`src/design/wpt_ram.sv`:
```
// ----------------------------------------------------------------------------
// wpt_ram
// generic single write port, single read port ram with registered read
// ----------------------------------------------------------------------------
module wpt_ram #(
    parameter int WIDTH = 32,
    parameter int DEPTH = 64
) (
    input  logic                     i_clk,
    input  logic                     i_we,
    input  logic [$clog2(DEPTH)-1:0] i_waddr,
    input  logic [WIDTH-1:0]         i_wdata,
    input  logic [$clog2(DEPTH)-1:0] i_raddr,
    output logic [WIDTH-1:0]         o_rdata
);

    logic [WIDTH-1:0] r_mem [DEPTH];
    logic [WIDTH-1:0] r_rdata;

    always_ff @(posedge i_clk) begin
        if (i_we) begin
            r_mem[i_waddr] <= i_wdata;
        end
        r_rdata <= r_mem[i_raddr];
    end

    assign o_rdata = r_rdata;

endmodule

```
`config.mk`:
```
export PLATFORM = sky130hd
export DESIGN_NAME = wpt_ram
export DESIGN_NICKNAME = d
export VERILOG_FILES = /design/src/design/wpt_ram.sv
export SDC_FILE = /design/constraint.sdc
export NUM_CORES = 2
export LEC_CHECK = 0
export BUFFER_PORTS_ARGS = -buffer_cell sky130_fd_sc_hd__buf_2
export CORE_MARGIN = 4
export CORE_UTILIZATION = 63
export DETAILED_ROUTE_END_ITERATION = 12
export PLACE_DENSITY_LB_ADDON = 0.15
export SLEW_MARGIN = 0
export SYNTH_ARGS = -nofsm -noshare
export SYNTH_HDL_FRONTEND = slang
export SYNTH_SLANG_ARGS = --single-unit
```
`constraint.sdc`:
```
create_clock -name i_clk -period 4.29 [get_ports i_clk]
set_input_delay 0 -clock i_clk [delete_from_list [all_inputs] [get_ports i_clk]]
set_output_delay 0 -clock i_clk [all_outputs]
set_load 0.02 [all_outputs]
```
* After elaboration in Yosys (flattened, before gate mapping)
Memory sizes are Yosys's and may differ from the RTL's. A register that Yosys moved wholly into a read port is not among the register bits. Index checks and enable logic that the tools add are counted.
Storage, ports and cells: bits in read-only memories 0, memory bits (writable) 2048, register bits after elaboration 0, output and inout port bits 32, memories 1, bits in latches 0, input port bits 46
Memory list:
- r_mem | depth 64, width 32, read ports 1, clocked after memory_dff 1, write ports 1, RTL line 17 | logic [WIDTH-1:0] r_mem [DEPTH];
Operators by class: bitwise gates (word level) 0, divide/modulo/power cells 0, multiplexer cells 2, $add $sub $neg 0, order comparisons 0, equal/unequal tests 0, reduce and logical (&&, ||, !) cells 0, shifts and indexed selects 0, multipliers 0
Operator list (number):
- $mux 1 | 2

* Logic depth before layout (Yosys ltp)
depth after elaboration 2, mapped depth 10, depth with buffers taken out 5

* Least setup slack after synthesis
No wires, ideal clock.
path type input port to flip-flop, start input i_waddr[3], end memory r_mem[48][0], enable pin, cell stages on the path 4, data arrival time 2699 ps, path buffers 1, path slack 1130 ps, cell sequence clkbuf_1 > nor2b_1 > nand4b_1 > nor3_1
RTL lines:
- from (decl) | RTL line 11 | input logic [$clog2(DEPTH)-1:0] i_waddr,
- to (decl) | RTL line 17
No word-level cell before the write port.

==> metrics.txt <==
status finished with violations; failing checks negative hold slack; r2r setup slk 2.09 ns; RR Endpoint o_rdata[29]; Post-Layout Inst Area 0.0883 mm²; core area 0.124 mm²; die extent in x 361 µm; min-delay worst type input port to flip-flop; Worst-Margin Slew 1.36 ns; Starting Density 63.4%; Post-Synthesis Cells 3,324; Placement Cell Area 0.0817 mm²; critical path's slowest cell buf_4; crit-path max FO 59; CTS max path bufs 3; Worst EP required 5.00 ns; Buf/Inv on CP 4; WHS Path Cells 1; H-tree level count 4; final critical-path share of the clock period 68.7%; Fin. Hold Viols 8; Detailed Routing Iterations Pass 1 6; Iter 0 DRT Violations 6,092; first-pass GRT wire length 284,000 µm; cell chain of the critical path dlygate4sd3_1 -> buf_8 -> buf_4 -> buf_4 -> mux4_2 -> mux4_2 -> o22ai_1 -> nor2_1; number of global-route vias before repair 38,400; Post-synth EDFFs 2,048; most frequent cells in the layout edfxtp_1, mux4_2, clkbuf_16; maximum clock frequency 339 MHz; hold path endpoint r_mem[7][10]; Die Area 0.130 mm²; leakage power 27.6 nW; hpwl dp 111,000 µm; CP Class input port to flip-flop; initial antenna violation count 22; # DRC 0; via count 38,000; WP data arrival 3.66 ns; synthesis-stage register bit count 2,080; Die Span Y 361 µm; RSZ-0062 raised after global routing no; Yosys Warn Count 0; R2R Path Start r_mem[23][29]; Detail Route Antenna Nets 0; Mapped Avg Cell Area 23.6 µm²; Crit. End Element flip-flop; cts bufs inserted 196; Max Cap Viol 0; Distinct cells, synth 34; most common cell after layout, fill and taps aside edfxtp_1; Top delay family on crit path buffers and inverters; fin util 71.3%; wire per inst 37.2 µm; CP Launch Type input port; WL final 201,000 µm; pwr dens 468 mW/mm²; Cells after DPL 4,991; Final Critical Period 2.95 ns; Syn Nets 3,370; Tot GR Track Use 31.5%; Port Buffers 77; root buf cell clkbuf_16; clock slew at reported path FFs 0.06 ns; row count 129; hold_sp i_wdata[10]; clk sinks 2,080; final hold slack -0.00696 ns; largest net degree at the start of global routing 85; ys async rst share 0%; Area Overhead vs Synth 12.5%; Non-Filler Instances 5,404; final setup fails 0; Clock Skews 0.0337 ns; post-CTS sizing 0; Reg2Reg Depth 4; I/O pin count 78; share of cells above drive strength 1 29.4%; VDD IR max 0.462 mV; Final Max Slew Viols 0; Seq/Total Area, Yosys 79.1%; DR vias/cell 7.02; # nets final 3,634; Worst Setup SP i_raddr[1]; Synth Flop Type edfxtp_1; grt total ovfl 0; routability cong. 0.805; CTS tree done; Slew HR 9.22%; Clk Latency, worst-skew pair 0.84 ns; TNS Setup 0 ns; slowest cell delay on critical path 0.58 ns; Mapped Area 0.0785 mm²
[how the worst max path moves through the flow]
stage | endpoint | cells after the start
after detailed placement | o_rdata[13] | 7
after floorplan | r_mem[48][0] | 4
after global routing | o_rdata[22] | 8
final | o_rdata[22] | 8
after CTS | o_rdata[13] | 8
after global placement | o_rdata[13] | 7
[Yosys cell counts (25+ instances only)]
cell type | n | area (µm²)
a21oi_1 | 62 | 310
edfxtp_1 | 2048 | 61500
mux2i_1 | 93 | 931
o221ai_1 | 27 | 236
clkbuf_1 | 74 | 278
buf_4 | 25 | 188
dfxtp_1 | 32 | 641
buf_2 | 57 | 285
nand2_1 | 26 | 97.6
nor2_1 | 137 | 514
mux4_2 | 544 | 12300
o22ai_1 | 84 | 526
[cell type report]
| class | instances | area [µm²] |
|---|---|---|
| multi-input cells | 1062 | 16000 |
| fillers | 6943 | 35500 |
| well taps | 1637 | 2050 |
| flip-flops and latches | 2080 | 62100 |
| diodes | 9 | 22.5 |
| clock inverters | 117 | 996 |
| clock buffers | 251 | 5200 |
| repair buffers | 248 | 1940 |
[what timing repair did]
| item | CTS | global route |
|---|---|---|
| hold endpoints to repair | 1758 | 0 |
| setup buffers | 0 | 0 |
| hold buffers | 36 | 0 |
[layer usage]
layer | track usage, % | share of wire (%)
met4 | 10.2 | 3.4
met3 | 10.4 | 13
met1 | 43.7 | 36
met2 | 48.6 | 48
met5 | 0 | 0.036
[stage by stage]
stage | setup slack [ns] | power, mW
floorplan | 1.13 | 24.1
global placement | 1.10 | 25.0
detailed placement | 1.11 | 25.1
CTS | 1.43 | 41.5
global route | 1.30 | 42.6
finish | 1.34 | 41.3
[registers in the layout, indices dropped and copies added (netlist names)]
signal and count:
r_mem 2048, o_rdata 32
[worst register-to-register path, stage by stage, from the launching register on]
cell and delay [ns]:
edfxtp_1 0.37, mux4_2 0.49, mux4_2 0.56, o22ai_1 0.48, nor2_1 0.15
[power by group]
group	switching, mW	leakage, nW	internal [mW]	total [mW]
sequential	0.107	18.7	22.5	22.6
clock	7.37	3.04	9.26	16.6
combinational	1.33	5.88	0.763	2.09
[logic make-up after synthesis]
logic type | synth area share [%]
simple gates | 1.27
flops | 79.1
compound gates | 1.67
buf+inv | 1.13
mux | 16.8
Power figures use the tool's default switching activity.
