File: src/design/wpt_pkg.sv
// ----------------------------------------------------------------------------
// wpt_pkg
// shared widths, tap and rounding helpers, and the control bundle for the mac
// ----------------------------------------------------------------------------
package wpt_pkg;

    localparam int DATA_W = 32;
    localparam int TAP_W  = 16;
    localparam int PROD_W = DATA_W + TAP_W;
    localparam int ACC_W  = 56;
    localparam int ADDR_W = 6;
    localparam int DEPTH  = 64;
    localparam int CFG_W  = 64;

    localparam logic [2:0] REG_LOG_LENGTH     = 3'd0;
    localparam logic [2:0] REG_STAGE_COUNT    = 3'd1;
    localparam logic [2:0] REG_FILTER_LENGTH  = 3'd2;
    localparam logic [2:0] REG_CIRCULAR_SHIFT = 3'd3;
    localparam logic [2:0] REG_LOW_FIRST      = 3'd4;
    localparam logic [2:0] REG_LOW_SECOND     = 3'd5;
    localparam logic [2:0] REG_HIGH_FIRST     = 3'd6;
    localparam logic [2:0] REG_HIGH_SECOND    = 3'd7;

    typedef struct packed {
        logic                    valid;
        logic                    clear;
        logic signed [TAP_W-1:0] coef_a;
        logic signed [TAP_W-1:0] coef_b;
    } t_mac_ctl;

    function automatic logic signed [TAP_W-1:0] tap_of(
        input logic [CFG_W-1:0] first,
        input logic [CFG_W-1:0] second,
        input logic [2:0]       t
    );
        logic [CFG_W-1:0] w;
        w = t[2] ? second : first;
        return $signed(w[TAP_W*t[1:0] +: TAP_W]);
    endfunction

    function automatic logic [DATA_W-1:0] round_sat(input logic signed [ACC_W-1:0] a);
        logic signed [ACC_W-1:0] b;
        logic signed [ACC_W-15:0] q;
        b = a + ACC_W'(8192);
        q = (ACC_W-14)'(b >>> 14);
        if (q > (ACC_W-14)'(64'sh7fffffff)) begin
            return 32'h7fffffff;
        end else if (q < -(ACC_W-14)'(64'sh80000000)) begin
            return 32'h80000000;
        end else begin
            return q[DATA_W-1:0];
        end
    endfunction

endpackage

File: src/design/wpt_mac.sv
// ----------------------------------------------------------------------------
// wpt_mac
// dual multiply-accumulate unit, one registered product stage per lane
// ----------------------------------------------------------------------------
module wpt_mac (
    input  logic                              i_clk,
    input  logic                              i_rst_n,
    input  wpt_pkg::t_mac_ctl                 i_ctl,
    input  logic signed [wpt_pkg::DATA_W-1:0] i_data,
    output logic signed [wpt_pkg::ACC_W-1:0]  o_acc_a,
    output logic signed [wpt_pkg::ACC_W-1:0]  o_acc_b
);

    logic signed [wpt_pkg::PROD_W-1:0] r_prod_a;
    logic signed [wpt_pkg::PROD_W-1:0] r_prod_b;
    logic                              r_prod_valid;
    logic signed [wpt_pkg::ACC_W-1:0]  r_acc_a;
    logic signed [wpt_pkg::ACC_W-1:0]  r_acc_b;

    always_ff @(posedge i_clk) begin
        if (!i_rst_n) begin
            r_prod_valid <= 1'b0;
            r_acc_a      <= '0;
            r_acc_b      <= '0;
        end else begin
            r_prod_valid <= i_ctl.valid;
            if (i_ctl.clear) begin
                r_acc_a <= '0;
                r_acc_b <= '0;
            end else if (r_prod_valid) begin
                r_acc_a <= r_acc_a + wpt_pkg::ACC_W'(r_prod_a);
                r_acc_b <= r_acc_b + wpt_pkg::ACC_W'(r_prod_b);
            end
        end
        r_prod_a <= i_data * i_ctl.coef_a;
        r_prod_b <= i_data * i_ctl.coef_b;
    end

    assign o_acc_a = r_acc_a;
    assign o_acc_b = r_acc_b;

endmodule

File: config.mk
export PLATFORM = sky130hd
export DESIGN_NAME = wpt_mac
export DESIGN_NICKNAME = d
export VERILOG_FILES = /design/src/design/wpt_pkg.sv /design/src/design/wpt_mac.sv
export SDC_FILE = /design/constraint.sdc
export NUM_CORES = 2
export LEC_CHECK = 0
export BUFFER_PORTS_ARGS = -buffer_cell sky130_fd_sc_hd__buf_2
export CELL_PAD_IN_SITES_DETAIL_PLACEMENT = 1
export CELL_PAD_IN_SITES_GLOBAL_PLACEMENT = 2
export CORE_ASPECT_RATIO = 0.6
export CORE_MARGIN = 5
export CORE_UTILIZATION = 37
export DETAILED_ROUTE_END_ITERATION = 10
export GPL_ROUTABILITY_DRIVEN = 0
export PLACE_DENSITY_LB_ADDON = 0.1
export SLEW_MARGIN = 20
export SYNTH_ARGS = -nofsm -noshare
export SYNTH_HDL_FRONTEND = slang
export SYNTH_SLANG_ARGS = --single-unit
File: constraint.sdc
create_clock -name i_clk -period 8.5 [get_ports i_clk]
set_input_delay 0.425 -clock i_clk [delete_from_list [all_inputs] [get_ports i_clk]]
set_output_delay 0.425 -clock i_clk [all_outputs]
set_load 0.05 [all_outputs]
; ---- After elaboration in Yosys (flattened, before gate mapping)
; Index checks and enable logic that the tools add are counted.
; W data, S select, Z words.
[op_classes]
bitwise_logic = 1
mul = 2
n_addsub = 2
reduce_logical = 1
[op_table]
columns = operator, count
row1 = $add A56 B48 Y56, 2
row2 = $mul A32 B16 Y48, 2
row3 = $reduce_or A2 Y1, 1
row4 = $not A1 Y1, 1
[word_totals]
in_bits = 68
reg_bits = 209
output_inout_bits = 112
wordCells = 11

; ---- Longest topological paths before layout
[depth]
word_depth = 2
mapped_depth = 25
depth_no_buf = 24

; ---- Worst setup path after synthesis
; OpenSTA, ideal clock, no wires.
[synth_timing]
path_type = in2reg
from = input i_data[7] (netlist name)
to = register r_prod_a[45] (netlist name)
n_path_buf = 2
arrival_ns = 6.295
setup_slack_ns = 2.074
t_required_ns = 8.369
setup_ns = 0.131
cell_stages = 25
path_cell_list = clkbuf_1 > nand2_1 > fa_1 > inv_1 > fa_1 > inv_1 > fa_1 > inv_1 > fa_1 > fa_1 > inv_1 > fa_1 > inv_1 > ha_1 > clkbuf_1 > a2111oi_0 > o21ai_0 > o21a_1 > o2bb2ai_1 > o41ai_2 > o21ai_1 > a311o_1 > a32oi_1 > o31ai_1 > xor2_1
[synth_between]
elab_chain_len = 1
[synth_lines]
columns = element, line
row1 = start: declaration, wpt_mac.sv:9  ; input logic signed [wpt_pkg::DATA_W-1:0] i_data,
row2 = $mul A32 B16 Y48, wpt_mac.sv:35  ; r_prod_a <= i_data * i_ctl.coef_a;
row3 = end signal: assignment, wpt_mac.sv:35
row4 = end: declaration, wpt_mac.sv:14  ; logic signed [wpt_pkg::PROD_W-1:0] r_prod_a;
; No other way between the ends.
; A chain may end at the register's enable or synchronous reset.

; ---- Final worst setup path
[layout_timing]
from = input i_ctl[2] (netlist name)
to = register r_prod_b[45] (netlist name)
[layout_between]
elab_chain_len = 1
[layout_lines]
columns = element, line
row1 = start: declaration, wpt_mac.sv:8  ; input wpt_pkg::t_mac_ctl i_ctl,
row2 = $mul A32 B16 Y48, wpt_mac.sv:36  ; r_prod_b <= i_data * i_ctl.coef_b;
row3 = end signal: assignment, wpt_mac.sv:36
row4 = end: declaration, wpt_mac.sv:15  ; logic signed [wpt_pkg::PROD_W-1:0] r_prod_b;
; No other way between the ends.

==> impl_metrics.env <==
export IMPL_grt_max_degree=62
export IMPL_grt_setup_unrepaired="false"
export IMPL_period_share_pct=82.7
export IMPL_use_met3_pct=4.03
export IMPL_crit_chain="buf_2, nand2_1, fa_1, fa_1, fa_1, inv_1, fa_1, fa_1, inv_1, fa_1, inv_1, ha_1, o21ai_0, a221oi_1, a32oi_2, nor2b_1, a221o_1, o21ai_0, o21ai_0, nand2_1, a31oi_1, xor2_1"
export IMPL_postRouteAntennaNets=0
export IMPL_numCtsBuffers=24
export IMPL_grt_pass1_wl_um=256000
export IMPL_core_um2=129000
export IMPL_synth_cells=5515
export IMPL_vias_per_cell=5.05
export IMPL_start_util_pct=37.3
export IMPL_register_area_um2=4190
export IMPL_met2_usage_pct=35.5
export IMPL_drt_iter0_drc=1758
export IMPL_cpPeakStageDelay_ps=650
export IMPL_crit_fanout=32
export IMPL_postCtsSetupRepairBufs=0
export IMPL_yosysWarnings=0
export IMPL_track_usage_pct=24.4
export IMPL_path_class="input pin to register"
export IMPL_synth_area_um2=48000
export IMPL_yosys_cell_types_count=94
export IMPL_via_count=36700
export IMPL_tightest_slew_ps=975
export IMPL_skew_ps=22.4
export IMPL_routed_wl_um=165000
export IMPL_min_period_ps=7030
export IMPL_die_h_um=289
export IMPL_dieArea_um2=137000
export IMPL_layoutNonFillerInstCount=7262
export IMPL_max_cap_violations=0
export IMPL_critPathBufInv=4
export IMPL_cp_slowest_cell="buf_2"
export IMPL_layout_nets=6906
export IMPL_clk_latency_ps=590
export IMPL_crit_family="adder cells"
export IMPL_finalHoldViolCount=0
export IMPL_cts_htree_levels=1
export IMPL_finalSetupViolations=0
export IMPL_path_common_cell="fa_1"
export IMPL_synthFlopType="dfxtp_1"
export IMPL_overflow=0
export IMPL_cts_hold_buf=0
export IMPL_hold_path_class="input pin to register"
export IMPL_path_depth=22
export IMPL_seq_area_frac_synth_pct=8.71
export IMPL_busiest_layer="met1"
export IMPL_worstSetupStartpointType="input pin"
export IMPL_synth_enable_flop_cells=0
export IMPL_grt_antenna_before_repair=1
export IMPL_end_kind="register"
export IMPL_rows=102
export IMPL_r2r_cells=13
export IMPL_first_pass_iters=5
export IMPL_dp_hpwl_um=135000
export IMPL_syn_area_per_cell_um2=8.71
export IMPL_root_buffer="clkbuf_16"
export IMPL_die_w_um=475
export IMPL_cts_resized=0
export IMPL_fin_setup_tns_ps=0
export IMPL_max_freq_mhz=142
export IMPL_drc=0
export IMPL_area_delta_synth_final_pct=7.14
export IMPL_tritoncts="done"
export IMPL_drive_gt1_share_pct=5.88
export IMPL_worstPathArrival_ps=7520
export IMPL_nFillCells=15200
export IMPL_syn_nets=6895
export IMPL_synth_seq_cells=209
export IMPL_cts_sinks=209
export IMPL_synth_async_reset_ratio_pct=0
export IMPL_critPathRequiredTime_ps=9000
export IMPL_clk_transition_reported_paths_ps=60
export IMPL_grt_met1_usage_pct=38.7
export IMPL_io_pins=180
export IMPL_slew_viol_final=0
export IMPL_clockBufferDepth=3
export IMPL_multiInputGateArea_um2=38500
export IMPL_slew_headroom_pct=35.0
export IMPL_dp_cells=7216
export IMPL_status="finished, final reports clean"
export IMPL_first_global_vias=40000
export IMPL_wl_per_cell_um=22.7
export IMPL_hold_depth=2
export IMPL_portBuffers=179
==> layout by cell type, fill, tap and decap left out, types with 27 or more instances in the layout <==
master / count
mux2i_1: 73
nand2b_1: 38
fa_1: 974
nand2_1: 683
a21o_1: 116
a211oi_1: 27
nand4_1: 29
nor2_1: 253
nor3_1: 48
and3_1: 27
o21ai_0: 126
a21oi_1: 195
xnor2_1: 133
and2_1: 423
ha_1: 338
dfxtp_1: 208
xor2_1: 49
buf_4: 62
buf_2: 179
inv_1: 1150
nand3_1: 59
==> final timing paths <==
path / to / startpoint / slack, ps
max: r_prod_b[45]$_DFF_P_ / i_ctl[2] / 1470
min: r_prod_valid$_SDFF_PN0_ / i_ctl[33] / 70
max reg2reg: o_acc_b[52]$_SDFFE_PP0P_ / o_acc_b[0]$_SDFFE_PP0P_ / 4010
min reg2reg: o_acc_a[55]$_SDFFE_PP0P_ / o_acc_a[55]$_SDFFE_PP0P_ / 470
==> worst register-to-register path, stage by stage, from the launching register on <==
cell and delay, ps:
dfxtp_1 350, ha_1 210, inv_1 70, fa_1 400
nor2b_1 280, o31ai_1 190, a2111oi_1 780, o2111ai_1 260
a41oi_1 630, nor2_1 250, o311ai_1 490, a221o_1 270
a21oi_1 80, o211ai_1 170
==> routing by layer <==
metal  share of wire [%]  vias up
met5                   0        -
met4                 1.5        0
met3                 5.3       91
met2                  41      660
met1                  52    19100
li1                    -    16900
==> area by class of cell <==
cell class / instances / area share [%]
flip-flops and latches: 209 / 8.14
repair buffers: 242 / 2.68
diodes: 3 / 0.0146
clock inverters: 12 / 0.433
inverters: 1152 / 8.40
multi-input cells: 3897 / 74.8
well taps: 1716 / 4.17
clock buffers: 31 / 1.34
==> state kept, by name, indices dropped and copies added, names as in the netlist <==
register      flops
r_prod_a         48
o_acc_b          56
r_prod_b         48
o_acc_a          56
r_prod_valid      1
==> cell families after synthesis <==
logic type | after synthesis | share of synthesized area [%]
muxes | 73 | 1.52
DFF | 209 | 8.71
and+or+nand+nor | 1646 | 16.4
buffers and inverters | 1409 | 11.2
adders and majority gates | 1312 | 49.4
AOI/OAI and AO/OA | 684 | 9.44
xor gates and xnor gates | 182 | 3.32
==> cell usage after synthesis, types with 7 or more instances <==
master | number | area share, %
a211oi_1 | 27 | 0.42
o211ai_1 | 22 | 0.34
or2_2 | 11 | 0.14
o31ai_1 | 14 | 0.22
nand4_1 | 29 | 0.38
nand2_1 | 683 | 5.3
and2_1 | 423 | 5.5
a21o_1 | 116 | 1.8
nor4_1 | 7 | 0.091
a211o_1 | 10 | 0.18
nor3_1 | 48 | 0.50
a21oi_1 | 195 | 2.0
nor2_1 | 253 | 2.0
inv_1 | 1150 | 9.0
nand2b_1 | 39 | 0.51
xor2_1 | 49 | 0.89
ha_1 | 338 | 8.8
mux2i_1 | 73 | 1.5
nor2b_1 | 26 | 0.34
o21ai_0 | 126 | 1.3
xnor2_1 | 133 | 2.4
buf_1 | 12 | 0.094
o21a_1 | 25 | 0.39
o21bai_1 | 21 | 0.33
clkbuf_1 | 240 | 1.9
and3_1 | 27 | 0.35
or3_1 | 7 | 0.091
a31oi_1 | 26 | 0.34
fa_1 | 974 | 41
a41oi_1 | 7 | 0.13
nand3_1 | 59 | 0.61
dfxtp_1 | 209 | 8.7
==> through the flow <==
stage	area, um2	utilization, %	worst slack, ps	hold WS, ps
6_report	51500	39.9	1470	72.1
5_1_grt	51400	39.9	1070	44.9
4_1_cts	51400	39.9	1500	28.6
3_5_place_dp	50500	39.2	935	468
3_3_place_gp	50500	39.2	1130	450
2_1_floorplan	48000	-	2070	547
Power is left out: the tool's default activity adds up to more than one toggle a clock period on the data nets, which glitch-free logic cannot reach.
